## src/rtl/oul_pkg.sv

```systemverilog
`timescale 1ns / 1ps

package oul_pkg;

  // Fixed field widths of the item ports
  localparam int OP_W     = 3;
  localparam int KEY_W    = 32;
  localparam int OFF_W    = 5;
  localparam int STATUS_W = 3;
  localparam int FIELD_W  = 5;

  // Default sizing
  localparam int CAPACITY_DEF  = 16;
  localparam int KEY_WIDTH_DEF = 32;

  typedef enum logic [OP_W-1:0] {
    OP_INS_OFF = 3'd0,
    OP_INS_TOP = 3'd1,
    OP_INS_BOT = 3'd2,
    OP_RM_KEY  = 3'd3,
    OP_RM_OFF  = 3'd4,
    OP_TO_TOP  = 3'd5,
    OP_FIND    = 3'd6
  } op_t;

  typedef enum logic [STATUS_W-1:0] {
    ST_DONE      = 3'd0,
    ST_DUP       = 3'd1,
    ST_BAD_OFF   = 3'd2,
    ST_FULL      = 3'd3,
    ST_NOT_FOUND = 3'd4
  } status_t;

  // Per-cell update command
  typedef enum logic [1:0] {
    CC_HOLD  = 2'd0,
    CC_LOAD  = 2'd1,
    CC_LEFT  = 2'd2,
    CC_RIGHT = 2'd3
  } cell_cmd_t;

  typedef enum logic [1:0] {
    S_IDLE = 2'd0,
    S_CMP  = 2'd1,
    S_UPD  = 2'd2
  } fsm_t;

endpackage

```

## src/rtl/oul_cell.sv

```systemverilog
`timescale 1ns / 1ps

module oul_cell #(
  parameter int KW = oul_pkg::KEY_WIDTH_DEF
) (
  input  logic              clk,
  input  oul_pkg::cell_cmd_t cmd,
  input  logic [KW-1:0]     key,
  input  logic [KW-1:0]     left_key,
  input  logic [KW-1:0]     right_key,
  input  logic              occupied,
  output logic [KW-1:0]     key_q,
  output logic              match
);
  import oul_pkg::*;

  logic [KW-1:0] key_r;
  logic [KW-1:0] key_nxt;

  // Shift / load select
  always_comb begin
    case (cmd)
      CC_LOAD:  key_nxt = key;
      CC_LEFT:  key_nxt = left_key;
      CC_RIGHT: key_nxt = right_key;
      default:  key_nxt = key_r;
    endcase
  end

  always_ff @(posedge clk) begin
    key_r <= key_nxt;
  end

  // Only live entries may match
  assign match = occupied && (key_r == key);
  assign key_q = key_r;

endmodule

```

## src/rtl/ordered_unique_list_engine.sv

```systemverilog
`timescale 1ns / 1ps
// An accepted item is handled in a compare state (S_CMP) and then a shift state (S_UPD).
// The compare state matches the key against every cell of the row; the shift state shifts
// the row by one place and counts. A new item is taken while idle or as a result commits.
// A stalled result holds the shift cycle until the output register is free.
// Reset (rst_n low, synchronous) empties the list and clears control; cell keys are not reset.
module ordered_unique_list_engine #(
  parameter int CAPACITY  = oul_pkg::CAPACITY_DEF,
  parameter int KEY_WIDTH = oul_pkg::KEY_WIDTH_DEF
) (
  input  logic                          clk,
  input  logic                          rst_n,
  input  logic                          in_valid,
  output logic                          in_stall,
  input  logic [oul_pkg::OP_W-1:0]      in_op,
  input  logic [oul_pkg::KEY_W-1:0]     in_key,
  input  logic [oul_pkg::OFF_W-1:0]     in_offset,
  output logic                          out_valid,
  input  logic                          out_stall,
  output logic [oul_pkg::STATUS_W-1:0]  out_status,
  output logic [oul_pkg::FIELD_W-1:0]   out_position,
  output logic [oul_pkg::FIELD_W-1:0]   out_count
);
  import oul_pkg::*;

  localparam int KW   = (KEY_WIDTH < KEY_W) ? KEY_WIDTH : KEY_W;
  localparam int CW   = $clog2(CAPACITY + 1);
  localparam int IW   = $clog2(CAPACITY);
  localparam int CMPW = (CW > OFF_W) ? CW : OFF_W;

  fsm_t state_r, state_nxt;
  logic accept, commit;

  // Item registers
  op_t              op_r;
  logic [KW-1:0]    key_r;
  logic [OFF_W-1:0] off_r;

  logic [CW-1:0] cnt_r, cnt_nxt;
  logic [IW-1:0] where_r, where_c;
  logic          found_r, found_c;

  logic                out_valid_r, out_valid_nxt;
  logic [STATUS_W-1:0] out_status_r;
  logic [FIELD_W-1:0]  out_position_r;
  logic [FIELD_W-1:0]  out_count_r;

  // Cell row
  logic [KW-1:0] cell_key [CAPACITY];
  logic [CAPACITY-1:0] match;
  cell_cmd_t cmd [CAPACITY];

  // Update decode
  logic          do_ins, do_rm, do_mtf;
  logic [CW-1:0] ins_pos;
  logic [IW-1:0] ins_idx, rm_idx;
  status_t       status_c;
  logic [CW-1:0] pos_c;
  logic [CW-1:0] cnt_dec;

  // Next state
  always_comb begin
    state_nxt = state_r;
    case (state_r)
      S_IDLE:  if (accept) state_nxt = S_CMP;
      S_CMP:   state_nxt = S_UPD;
      S_UPD: begin
        if (commit) state_nxt = accept ? S_CMP : S_IDLE;
      end
      default: state_nxt = S_IDLE;
    endcase
  end

  // FSM outputs
  always_comb begin
    commit   = (state_r == S_UPD) && (!out_valid_r || !out_stall);
    in_stall = !((state_r == S_IDLE) || commit);
  end

  assign accept = in_valid && !in_stall;

  always_ff @(posedge clk) begin
    if (!rst_n) begin
      state_r <= S_IDLE;
    end else begin
      state_r <= state_nxt;
    end
  end

  always_ff @(posedge clk) begin
    if (accept) begin
      op_r  <= op_t'(in_op);
      key_r <= in_key[KW-1:0];
      off_r <= in_offset;
    end
  end

  // Cells
  genvar gi;
  generate
    for (gi = 0; gi < CAPACITY; gi++) begin : g_cell
      localparam int LI = (gi == 0) ? 0 : gi - 1;
      localparam int RI = (gi == CAPACITY - 1) ? gi : gi + 1;

      always_comb begin
        cmd[gi] = CC_HOLD;
        if (commit) begin
          if (do_ins) begin
            if (IW'(gi) == ins_idx) cmd[gi] = CC_LOAD;
            else if (IW'(gi) > ins_idx) cmd[gi] = CC_LEFT;
          end else if (do_mtf) begin
            if (gi == 0) cmd[gi] = CC_LOAD;
            else if (IW'(gi) <= where_r) cmd[gi] = CC_LEFT;
          end else if (do_rm) begin
            if (gi != CAPACITY - 1 && IW'(gi) >= rm_idx) cmd[gi] = CC_RIGHT;
          end
        end
      end

      oul_cell #(.KW(KW)) u_cell (
        .clk       (clk),
        .cmd       (cmd[gi]),
        .key       (key_r),
        .left_key  (cell_key[LI]),
        .right_key (cell_key[RI]),
        .occupied  (CW'(gi) < cnt_r),
        .key_q     (cell_key[gi]),
        .match     (match[gi])
      );
    end
  endgenerate

  // Locate: keys are unique, so at most one live cell matches
  always_comb begin
    where_c = '0;
    for (int i = 0; i < CAPACITY; i++) begin
      if (match[i]) where_c = where_c | IW'(i);
    end
    found_c = |match;
  end

  always_ff @(posedge clk) begin
    if (state_r == S_CMP) begin
      where_r <= where_c;
      found_r <= found_c;
    end
  end

  // Operation decode, status and resulting position
  always_comb begin
    do_ins   = 1'b0;
    do_rm    = 1'b0;
    do_mtf   = 1'b0;
    ins_pos  = '0;
    rm_idx   = where_r;
    status_c = ST_DONE;
    cnt_dec  = cnt_r - CW'(1);
    pos_c    = found_r ? CW'(where_r) : cnt_r;
    case (op_r)
      OP_INS_OFF, OP_INS_TOP, OP_INS_BOT: begin
        if (op_r == OP_INS_OFF) ins_pos = CW'(off_r);
        else if (op_r == OP_INS_BOT) ins_pos = cnt_r;
        if (op_r == OP_INS_OFF && CMPW'(off_r) > CMPW'(cnt_r)) status_c = ST_BAD_OFF;
        else if (found_r) status_c = ST_DUP;
        else if (cnt_r >= CW'(CAPACITY)) status_c = ST_FULL;
        else begin
          do_ins = 1'b1;
          pos_c  = ins_pos;
        end
      end
      OP_RM_KEY: begin
        if (found_r) begin
          do_rm = 1'b1;
          pos_c = cnt_dec;
        end else begin
          status_c = ST_NOT_FOUND;
        end
      end
      OP_RM_OFF: begin
        if (CMPW'(off_r) < CMPW'(cnt_r)) begin
          do_rm  = 1'b1;
          rm_idx = IW'(off_r);
          if (!found_r || where_r == IW'(off_r)) pos_c = cnt_dec;
          else if (where_r > IW'(off_r)) pos_c = CW'(where_r) - CW'(1);
          else pos_c = CW'(where_r);
        end else begin
          status_c = ST_BAD_OFF;
        end
      end
      OP_TO_TOP: begin
        if (found_r) begin
          do_mtf = 1'b1;
          pos_c  = '0;
        end else begin
          status_c = ST_NOT_FOUND;
        end
      end
      OP_FIND: begin
        if (!found_r) status_c = ST_NOT_FOUND;
      end
      default: status_c = ST_DONE;
    endcase
  end

  assign ins_idx = IW'(ins_pos);

  // Entry count
  always_comb begin
    cnt_nxt = cnt_r;
    if (commit && do_ins) cnt_nxt = cnt_r + CW'(1);
    else if (commit && do_rm) cnt_nxt = cnt_dec;
  end

  always_ff @(posedge clk) begin
    if (!rst_n) begin
      cnt_r <= '0;
    end else begin
      cnt_r <= cnt_nxt;
    end
  end

  // Output register
  always_comb begin
    out_valid_nxt = out_valid_r;
    if (commit) out_valid_nxt = 1'b1;
    else if (!out_stall) out_valid_nxt = 1'b0;
  end

  always_ff @(posedge clk) begin
    if (!rst_n) begin
      out_valid_r <= 1'b0;
    end else begin
      out_valid_r <= out_valid_nxt;
    end
  end

  always_ff @(posedge clk) begin
    if (commit) begin
      out_status_r   <= status_c;
      out_position_r <= FIELD_W'(pos_c);
      out_count_r    <= FIELD_W'(cnt_nxt);
    end
  end

  assign out_valid    = out_valid_r;
  assign out_status   = out_status_r;
  assign out_position = out_position_r;
  assign out_count    = out_count_r;

  // Checks
  a_cnt_bound: assert property (@(posedge clk) disable iff (!rst_n)
    cnt_r <= CW'(CAPACITY))
    else $error("entry count above capacity");

  a_out_after_upd: assert property (@(posedge clk) disable iff (!rst_n)
    $rose(out_valid_r) |-> $past(state_r == S_UPD))
    else $error("result raised outside shift cycle");

  a_ins_count: assert property (@(posedge clk) disable iff (!rst_n)
    (commit && do_ins) |=> (cnt_r == $past(cnt_r) + CW'(1)))
    else $error("insert did not grow the list");

  a_no_change_when_stalled: assert property (@(posedge clk) disable iff (!rst_n)
    (state_r == S_UPD && !commit) |=> $stable(cnt_r))
    else $error("count moved while result stalled");

endmodule
```

## config.mk

```make
export PLATFORM = sky130hd
export DESIGN_NAME = ordered_unique_list_engine
export DESIGN_NICKNAME = d
export VERILOG_FILES = /design/src/rtl/oul_pkg.sv /design/src/rtl/oul_cell.sv /design/src/rtl/ordered_unique_list_engine.sv
export SDC_FILE = /design/constraint.sdc
export NUM_CORES = 1
export LEC_CHECK = 0
export ABC_CLOCK_PERIOD_IN_PS = 8200
export BUFFER_PORTS_ARGS = -buffer_cell sky130_fd_sc_hd__buf_2
export CORE_MARGIN = 1.5
export CORE_UTILIZATION = 35
export DETAILED_ROUTE_END_ITERATION = 6
export GPL_TIMING_DRIVEN = 0
export SYNTH_ARGS = -nofsm -noshare
export SYNTH_HDL_FRONTEND = slang
export SYNTH_SLANG_ARGS = --single-unit
```

## constraint.sdc

```tcl
create_clock -name clk -period 8.2 [get_ports clk]
set_input_delay 0.82 -clock clk [delete_from_list [all_inputs] [get_ports clk]]
set_output_delay 0.82 -clock clk [all_outputs]
set_load 0.02 [all_outputs]
```

# Yosys cells after proc, flatten, opt, wreduce, memory -nomap -nowiden
# Index checks and enable logic that the tools add are counted.
dict set report op_classes {
  addsub 3
  magnitude_cmp 66
  eq_ne 89
  n_mux 189
  reduce_logical 54
}
# operator count
set op_table {}
lappend op_table {{32-bit one-hot mux with 3 select lines} 14}
lappend op_table {{32-bit == test} 16}
lappend op_table {{2-bit two-way mux} 135}
lappend op_table {{32-bit one-hot mux with 2 select lines} 2}
lappend op_table {{5-bit two-way mux} 13}
lappend op_table {{2-bit == test, second input constant} 31}
lappend op_table {{3-bit nonzero test} 14}
lappend op_table {{4-bit by 5-bit less-than comparator with 1-bit output, first input constant} 8}
lappend op_table {{2-bit by 1-bit == test with 1-bit output, second input constant} 17}
lappend op_table {{4-bit == test, first input constant} 8}
lappend op_table {{4-bit greater-than comparator, first input constant} 8}
lappend op_table {{4-bit <= comparator, first input constant} 8}
lappend op_table {{4-bit >= comparator, first input constant} 7}
lappend op_table {{1-bit logical AND} 21}
lappend op_table {{3-bit by 5-bit less-than comparator with 1-bit output, first input constant} 4}
lappend op_table {{5-bit one-hot mux with 4 select lines} 1}
lappend op_table {{3-bit by 4-bit == test with 1-bit output, first input constant} 4}
lappend op_table {{3-bit by 4-bit >= comparator with 1-bit output, first input constant} 4}
lappend op_table {{3-bit by 4-bit greater-than comparator with 1-bit output, first input constant} 4}
lappend op_table {{3-bit by 4-bit <= comparator with 1-bit output, first input constant} 4}
lappend op_table {{16-bit OR reduction} 1}
lappend op_table {{3-bit two-way mux} 5}
lappend op_table {{1-bit two-way mux} 13}
lappend op_table {{4-bit two-way mux} 3}
lappend op_table {{37 further kinds} 56}
dict set report totals {
  register_bits 578
  elab_cells 431
}

# Longest topological paths before layout
# Gate-level depths: netlist of the first run.
dict set report logic_depth {
  word_depth 13
  depth_mapped 15
  ltp_nobuf 10
}

# Cells and area by module
# Synthesis of the first run repeated with hierarchy kept, for this count alone.
dict set report unflattened {
  hier_cells 3436
  hier_area_um2 36142.2
}
# module instances cells_per_inst area_each_um2
set by_module_without_submodules {}
lappend by_module_without_submodules {oul_cell 16 184 1978.1}
lappend by_module_without_submodules {ordered_unique_list_engine 1 492 4491.8}

# Worst setup path before layout of the first run
# Ideal clock, no wire load.
dict set report synth_timing {
  path_kind {flip-flop to flip-flop}
  from {reg cnt_r[4]}
  to {reg g_cell[12].u_cell.key_r[0], enable pin}
  setup_ps 466
  t_arrival_ps 5019
  required_time_ps 7734
  setup_slack_ps 2716
  path_stages_with_launch 13
  path_buffers 4
  period_less_slack_ps 5484
  path_cell_list {dfxtp_1 > clkbuf_1 > buf_1 > inv_1 > ha_1 > o211a_1 > o31ai_1 > clkbuf_1 > a21oi_1 > nor2_1 > a21boi_1 > buf_2 > o21ai_0}
}
dict set report synth_via {
  elab_chain_cells 11
}
# element line
set synth_rtl {}
lappend synth_rtl {{start: declaration} ordered_unique_list_engine.sv:39} ;# logic [CW-1:0] cnt_r, cnt_nxt;
lappend synth_rtl {{start signal: assignment} ordered_unique_list_engine.sv:218} ;# cnt_r <= cnt_nxt;
lappend synth_rtl {{5-bit less-than comparator} ordered_unique_list_engine.sv:180} ;# if (CMPW'(off_r) < CMPW'(cnt_r)) begin
lappend synth_rtl {{4-bit two-way mux} ordered_unique_list_engine.sv:180}
lappend synth_rtl {{4-bit two-way mux} ordered_unique_list_engine.sv:159} ;# case (op_r)
lappend synth_rtl {{4-bit >= comparator} ordered_unique_list_engine.sv:115} ;# if (gi != CAPACITY - 1 && IW'(gi) >= rm_idx) cmd[gi] = CC_RIGHT;
lappend synth_rtl {{2-bit two-way mux} ordered_unique_list_engine.sv:115}
lappend synth_rtl {{2-bit two-way mux} ordered_unique_list_engine.sv:114} ;# end else if (do_rm) begin
lappend synth_rtl {{2-bit two-way mux} ordered_unique_list_engine.sv:111} ;# end else if (do_mtf) begin
lappend synth_rtl {{2-bit two-way mux *} ordered_unique_list_engine.sv:108} ;# if (do_ins) begin
lappend synth_rtl {{2-bit two-way mux *} ordered_unique_list_engine.sv:107} ;# if (commit) begin
lappend synth_rtl {{2-bit by 1-bit == test with 1-bit output / 2-bit == test (equally long branches)} oul_cell.sv:22} ;# case (cmd)
lappend synth_rtl {{3-bit nonzero test (no line) *} --}
lappend synth_rtl {{end signal: assignment} oul_cell.sv:31} ;# key_r <= key_nxt;
lappend synth_rtl {{end: declaration} oul_cell.sv:17} ;# logic [KW-1:0] key_r;
# Every way passes the cells marked *; elsewhere a longest branch is shown, timed or not.
# A chain may end at the register's enable or synchronous reset.

# Worst setup path after layout of the first run
dict set report layout_timing {
  from {reg cnt_r[4]}
  to {reg g_cell[13].u_cell.key_r[6], enable pin}
}
dict set report layout_via {
  elab_chain_cells 11
}
# element line
set layout_rtl {}
lappend layout_rtl {{5-bit less-than comparator} ordered_unique_list_engine.sv:180}
lappend layout_rtl {{4-bit two-way mux} ordered_unique_list_engine.sv:180}
lappend layout_rtl {{4-bit two-way mux} ordered_unique_list_engine.sv:159}
lappend layout_rtl {{4-bit >= comparator} ordered_unique_list_engine.sv:115}
lappend layout_rtl {{2-bit two-way mux} ordered_unique_list_engine.sv:115}
lappend layout_rtl {{2-bit two-way mux} ordered_unique_list_engine.sv:114}
lappend layout_rtl {{2-bit two-way mux} ordered_unique_list_engine.sv:111}
lappend layout_rtl {{2-bit two-way mux *} ordered_unique_list_engine.sv:108}
lappend layout_rtl {{2-bit two-way mux *} ordered_unique_list_engine.sv:107}
lappend layout_rtl {{2-bit by 1-bit == test with 1-bit output / 2-bit == test (equally long branches)} oul_cell.sv:22}
lappend layout_rtl {{3-bit nonzero test (no line) *} --}
lappend layout_rtl {{end signal: assignment} oul_cell.sv:31}
lappend layout_rtl {{end: declaration} oul_cell.sv:17}
# Marks and branches as above.

==> metrics.md, run 1 <==
| Metric | Value |
|---|---|
| Status | finished with violations |
| Failing checks | max-capacitance violations, max-slew violations |
| Synth Cell Area | 0.0353 mm² |
| Hold Path Depth | 1 |
| Worst Hold Class | input port to register |
| Layout Utilization | 0.397 |
| Maximum VDD drop | 0.000151 V |
| Routed WL | roughly 160 mm |
| Vias in the first global route | 28100 |
| Sequential cell area | between 0.015 and 0.02 mm² |
| Core box area | 0.100 mm² |
| #FFs+latches synth | 578 |
| CTS Hold Bufs | 0 |
| Clock tree buffer depth | 3 |
| Post-cts resize count | 0 |
| Via count | 30100 |
| Crit path max fanout | 32 |
| Global-route usage over all layers | 0.310 |
| Max Freq | 0.150 GHz |
| H-tree levels | 3 |
| Share of post-route cells with drive strength above 1 | 0.111 |
| Setup Skew | 0.0312 ns |
| Largest net degree at the start of global routing | 33 |
| Syn Area/Cell | ~11 µm² |
| Number of setup buffers added after CTS | 0 |
| I/O Buffers | 58 |
| Layout area overhead | 12.5% |
| Unrepaired setup endpoints after global routing | false |
| Num ports | 59 |
| CP arrival | 6.83 ns |
| # rows | 116 |
| Placer Congestion | 1.04 |
| Filler instances | 9902 |
| Pwr Total | around 7400 µW |
| Critical Path Sink Type | register |
| Clk slew on worst S/H paths | 0.06 ns |
| Full die area | roughly 0.10 mm² |
| DP Wirelength | 130 mm |
| LEAKAGE | 0.0146 µW |
| GRT overflow | 0 |
| Synth warn | 0 |
| Number of enable flip-flop cells after synthesis | 570 |
| Final hold viol count | 0 |
| Die X-Extent | 321 µm |
| Cell mode on critical path | clkbuf_1 |
| Initial antenna violation count | 3 |
| Worst-Margin Slew | 1.62 ns |
| HP Start | in_key[31] |
| Sequential fraction of the synthesis area | 0.489 |
| CTS root buf | clkbuf_16 |
| Sink Count | 578 |
| PD cells | 185 mW/mm² |
| Final period util | 0.811 |
| DR pass1 iterations | 6 |
| R2R Setup Slk | 1.55 ns |
| Final slew viol count | 22 |
| Max_slew headroom | -0.0826 |
| Min cycle time layout | 6.65 ns |
| Post-route ant nets | 0 |
| Cells after synthesis | between 3000 and 4000 |
| Crit path cell chain | clkbuf_1 > buf_1 > inv_1 > ha_1 > o211a_1 > o31a_1 > o211a_1 > buf_2 > nor2_1 > o211ai_1 > clkbuf_1 > clkbuf_1 > nand2_2 |
| Async S/R FF share, synth | 0 |
| Synth Net Count | 3382 |
| Hold worst-path end | key_r[31] |
| Reg2Reg Depth | 13 |
| Routed WL per cell | about 34 µm |
| Critical Path Max Stage Delay | 0.85 ns |
| Max cap viols | 2 |
| Pre-CTS setup slack | 1.76 ns |
| Vias/cell | between 6 and 7 |
| CTS tree | yes |
| Final Non-Filler Cells | 4818 |
| Crit Path Category | register to register |
| Library cells used by synthesis | 77 |
| Clock latency on the worst-skew pair | ~0.65 ns |
| Initial drt markers | 5171 |
| Initial core utilization | 0.353 |
| Critical path startpoint category | register |
| First-pass GRT wire length | 224 mm |
| Placed instance count | 4690 |
| Top_reg_cell synth | edfxtp_1 |
| CP required | 8.37 ns |
| Num CTS Buffers | 69 |
| Die H | ~320 µm |
| Worst path slowest cell | buf_1 |
| Area of the multi-input gates | 0.0169 mm² |
| Post-layout net count | 3524 |
| DRC errors left | 0 |
| Final setup violation count | 0 |
| Final WS setup | between 1.5 and 2 ns |
| R2R Path Start | cnt_r[4] |
| Reg2Reg Capture Point | g_cell[13].u_cell.key_q[6] |
==> state kept, by name, summed over array words and instances (netlist names) <==
register	cells
found_r	1
out_status	3
where_r	4
out_position	5
state_r	2
g_cell.u_cell.key_q	512
key_r	32
off_r	5
cnt_r	5
out_count	5
out_valid	1
op_r	3
==> critical path: cells and delay by family, from the launching register on <==
kind | cells | cell delay, ns
and+or+nand+nor | 2 | 1.04
AOI/OAI and AO/OA | 4 | 1.14
DFF | 1 | 0.30
buffers and inverters | 6 | 3.15
adders and majority gates | 1 | 0.49
==> final cells by class <==
cell class,count,area share
sequential,578,0.435
multi-input combinational,2419,0.424
clock buffer,93,0.0476
tap,1298,0.0408
buffer,306,0.0311
timing repair buffer,71,0.0136
clock inverter,34,0.00670
inverter,18,0.00170
antenna,1,0.0000629
==> where the power goes <==
group / total [µW] / internal (µW) / switching [µW]
Combinational: 899 / 287 / 613
Sequential: 3360 / 3310 / 48.5
Clock: 3090 / 1720 / 1370
Total: 7360 / 5320 / 2030
==> cell families after synthesis <==
kind of cell             count (synthesis)  share of synthesized area
multiplexers                           292                     0.0872
AND/OR/NAND/NOR                        868                      0.110
buffers and inverters                  324                     0.0369
adder cells (fa/ha/maj)                 17                    0.00602
flip-flops                             578                      0.489
AO/OA/AOI/OAI                          720                      0.142
XOR/XNOR                               522                      0.129
==> through the flow <==
step	area [µm²]	hold WS, ns	setup TNS [ns]
2_1_floorplan	35300	0.497	0
3_3_place_gp	37300	0.503	-43.25
3_5_place_dp	37600	0.520	0
4_1_cts	39800	0.320	0
5_1_grt	39800	0.336	0
6_report	39800	0.336	0
==> layer usage <==
metal	part of all wire	track usage	routed length (µm)	vias to the layer above
met2	0.43	0.463	70500	2215
met3	0.13	0.0907	21200	333
met1	0.40	0.424	65800	15100
met5	0.0010	0.0109	171	-
met4	0.038	0.112	6290	6
li1	-	-	-	12500
==> how the worst max path moves through the flow <==
stage / start / endpoint / slack, ns / cells after the start
detailed placement: cnt_r[4] / g_cell[4].u_cell.key_q[9] / 1.76 / 12
CTS: cnt_r[4] / g_cell[4].u_cell.key_q[10] / 1.72 / 12
global placement: cnt_r[4] / g_cell[12].u_cell.key_q[9] / -0.86 / 11
floorplan: cnt_r[4] / g_cell[12].u_cell.key_q[0] / 2.72 / 12
finish: cnt_r[4] / g_cell[13].u_cell.key_q[6] / 1.55 / 13
global route: cnt_r[4] / g_cell[13].u_cell.key_q[6] / 1.50 / 13
==> placed cells by master, fill, tap and decap left out, types with 58 or more instances in the layout <==
master	instances
edfxtp_1	570
xor2_1	346
nand2_1	329
nor2_1	266
clkbuf_1	240
xnor2_1	176
mux2i_1	164
a21o_1	136
a22o_1	128
mux2_2	128
o21ai_0	123
buf_2	117
a31oi_1	107
a21oi_1	100
nor4_1	91
clkbuf_16	72
nand4_1	58
==> Yosys cell counts, types with 4 or more instances <==
cell         n  area share
mux2_2     128       0.041
a21oi_1    101       0.014
dfxtp_1      8      0.0045
o31ai_1      5      0.0011
o21ai_0    124       0.018
a22o_1     128       0.032
nor3_1      31      0.0044
a311oi_2     4      0.0017
nand3_1     37      0.0052
nand2b_1     6      0.0011
ha_1        17      0.0060
o211ai_1     7      0.0015
clkbuf_1   220       0.023
o22ai_1     38      0.0067
xor2_1     346       0.086
mux2i_1    164       0.046
o211a_1      4      0.0011
nand4_1     58       0.010
and3_1       5     0.00089
nor2_1     266       0.028
nor2b_1      5     0.00089
o21a_1       4     0.00085
buf_2       58      0.0082
nor4_1      91       0.016
edfxtp_1   570        0.48
buf_4        4     0.00085
or3_1        9      0.0016
a31oi_1    108       0.019
a211oi_1     4     0.00085
a21o_1     137       0.029
xnor2_1    176       0.044
nand2_1    332       0.035
a2111oi_0    4     0.00099
inv_1       18      0.0019
and2_1       9      0.0016
buf_1       24      0.0025
Power figures use the tool's default switching activity.
==> run 2: changes to the inputs <==
--- a/config.mk
+++ b/config.mk
@@ -5,7 +5,7 @@
 export SDC_FILE = /design/constraint.sdc
 export NUM_CORES = 1
 export LEC_CHECK = 0
-export ABC_CLOCK_PERIOD_IN_PS = 8200
+export ABC_CLOCK_PERIOD_IN_PS = 5700
 export BUFFER_PORTS_ARGS = -buffer_cell sky130_fd_sc_hd__buf_2
 export CORE_MARGIN = 1.5
 export CORE_UTILIZATION = 35
==> constraint.sdc (replaced) <==
create_clock -name clk -period 5.7 [get_ports clk]
set_input_delay 0.57 -clock clk [delete_from_list [all_inputs] [get_ports clk]]
set_output_delay 0.57 -clock clk [all_outputs]
set_load 0.02 [all_outputs]
==> run 2 against run 1 <==
The run still ends with max-capacitance violations, max-slew violations left. Clock skew decreased by 0.0017 ns. Largest cell class unchanged. Combinational power increased by 43%. Via count is 0.17% lower. Non-clock buffer count shrank 1. Global-route usage unchanged. Critical endpoint is now g_cell[11].u_cell.key_q[31]. Count of clock-buffer cells in the layout unchanged. Die area unchanged. Power grew 44%. Cell count is essentially flat. Clock power rose by 44%.
==> metrics.md, run 2 (synthesized netlist as in run 1, its figures left out) <==
| Metric | Value |
|---|---|
| Final slew viol count | 21 |
| First-pass GRT wire length | about 220 mm |
| DR pass1 iterations | 6 |
| Largest net degree at the start of global routing | 33 |
| Post-route ant nets | 0 |
| Number of flip-flops in the largest register | 512 |
| Sw power | 2920 µW |
| Final setup violation count | 0 |
| Vias/cell | 6.24 |
| Worst-Margin Slew | 1.58 ns |
| Cell Int Power | 7660 µW |
| Layout area overhead | 12.6% |
| CP arrival | 5.91 ns |
| CTS root buf | clkbuf_16 |
| Commonest non-fill, non-tap cell in the layout | edfxtp_1 |
| Sequential cell area | approximately 0.017 mm² |
| Final WS setup | 0.185 ns |
| Setup Skew | 0.0295 ns |
| DP Wirelength | around 130 mm |
| Worst Hold Class | input port to register |
| Sink Count | 578 |
| Min cycle time layout | around 5.5 ns |
| Clock power share | 0.420 |
| Post-layout net count | 3523 |
| Seq pwr share | 0.457 |
| Final hold viol count | 0 |
| Final period util | 0.968 |
| CTS Hold Bufs | 0 |
| Maximum VDD drop | between 0.0002 and 0.00025 V |
| Failing checks | max-capacitance violations, max-slew violations |
| Placer Congestion | 1.04 |
| Die X-Extent | 321 µm |
| Routed WL | 164 mm |
| # rows | around 120 |
| Via count | ~30000 |
| Max cap viols | 2 |
| Full die area | about 0.1 mm² |
| Most frequent cells in the layout | 570 x edfxtp_1, 346 x xor2_1, 329 x nand2_1 |
| Initial drt markers | approximately 5200 |
| Die H | 321 µm |
| Clock tree buffer depth | 3 |
| Clk slew on worst S/H paths | about 0.06 ns |
| Crit Path Category | register to register |
| Global-route usage over all layers | 0.310 |
| Cell mode on critical path | clkbuf_1 |
| GRT overflow | 0 |
| Share of post-route cells with drive strength above 1 | 0.113 |
| Area of the multi-input gates | 0.0169 mm² |
| Worst path slowest cell | a2111oi_4 |
| Switching share of power | 0.276 |
| Comb power frac | 0.122 |
| I/O Buffers | 58 |
| Critical Path Max Stage Delay | around 0.95 ns |
| Initial core utilization | 0.353 |
| Clock latency on the worst-skew pair | 0.65 ns |
| Critical Path Sink Type | register |
| Max_slew headroom | -0.0559 |
| Status | finished with violations |
| Top cell family by delay on the critical path | buffers and inverters |
| Crit path cell chain | clkdlybuf4s15_2 > inv_1 > ha_1 > o211a_1 > o31ai_1 > clkbuf_1 > buf_2 > a31o_2 > a211oi_1 > a2111oi_4 > clkbuf_1 > nor2_1 > a21oi_1 |
| LEAKAGE | 0.0146 µW |
| CTS tree | yes |
| Fin Setup TNS | 0 ns |
| Unrepaired setup endpoints after global routing | false |
| Pre-CTS setup slack | -0.742 ns |
| Num ports | 59 |
| Crit path max fanout | 10 |
| Critical path startpoint category | register |
| Initial antenna violation count | 3 |
| PD cells | approximately 270 mW/mm² |
| Crit path buf inv count | 5 |
| Max Freq | 0.181 GHz |
| CP required | 6.10 ns |
| Filler instances | between 9000 and 10000 |
| Worst Hold Margin | 0.0883 ns |
| Num CTS Buffers | 69 |
| Core box area | 0.100 mm² |
| DRC errors left | 0 |
| Vias in the first global route | ~28000 |
| Routed WL per cell | 34.0 µm |
| H-tree levels | 3 |
run 2: changes by cell type in the layout (fill, tap and decap cells not counted), sizes merged:
cell	change
clkbuf	+1
clkdlybuf4s15	+1
buf	-3
run 2: layout make-up:
cell class,instances,share of cell area
clock buffer,93,0.0475
clock inverter,34,0.00669
multi-input combinational,2419,0.424
timing repair buffer,71,0.0135
inverter,18,0.00170
sequential,578,0.434
buffer,305,0.0314
antenna,1,0.0000629
tap,1298,0.0408
run 2: power by group through the flow:
stage               Combinational [µW]  Clock (µW)  Sequential, µW
floorplan                          742           0            4900
global placement                  1210           0            4930
detailed placement                1230           0            4920
CTS                               1230        4430            4830
global route                      1330        4580            4840
finish                            1290        4450            4840
run 2: layer usage:
layer | GRT usage | share of wire | vias up
met5 | 0.0109 | 0.0010 | -
met4 | 0.112 | 0.039 | 6
met3 | 0.0884 | 0.13 | 326
met2 | 0.463 | 0.43 | 2265
met1 | 0.425 | 0.40 | 15000
li1 | - | - | 12500
run 2: worst paths after layout:
kind	from	end	slack [ns]	cells past startpoint
setup / recovery	cnt_r[4]	g_cell[11].u_cell.key_q[31]	0.18	13
hold / removal	in_key[8]	key_r[8]	0.09	1
setup reg to reg	cnt_r[4]	g_cell[11].u_cell.key_q[31]	0.18	13
hold reg to reg	out_valid	out_valid	0.53	2
run 2: through the flow:
| stage | instance area (µm²) | total power [µW] | cells | util |
|---|---|---|---|---|
| floorplan | 35300 | 5640 | 3321 | - |
| global placement | 37300 | 6140 | 4677 | 0.372 |
| detailed placement | 37600 | 6150 | 4690 | 0.375 |
| CTS | 39800 | 10500 | 4817 | 0.397 |
| global route | 39800 | 10800 | 4816 | 0.397 |
| finish | 39800 | 10600 | 4817 | 0.397 |
run 2: worst reg2reg max path: cells and delay by family, from the launching register on:
kind,cells,cell delay [ns]
compound gates,6,1.99
simple gates,1,0.09
fa+ha+maj,1,0.41
buf+inv,5,2.27
flops,1,0.51
run 2: what timing repair did:
action	4_1_cts	5_1_grt
endpoints found under the setup margin	219	206
setup buffers	0	0
gates resized for setup	12	5
pin swaps	0	0
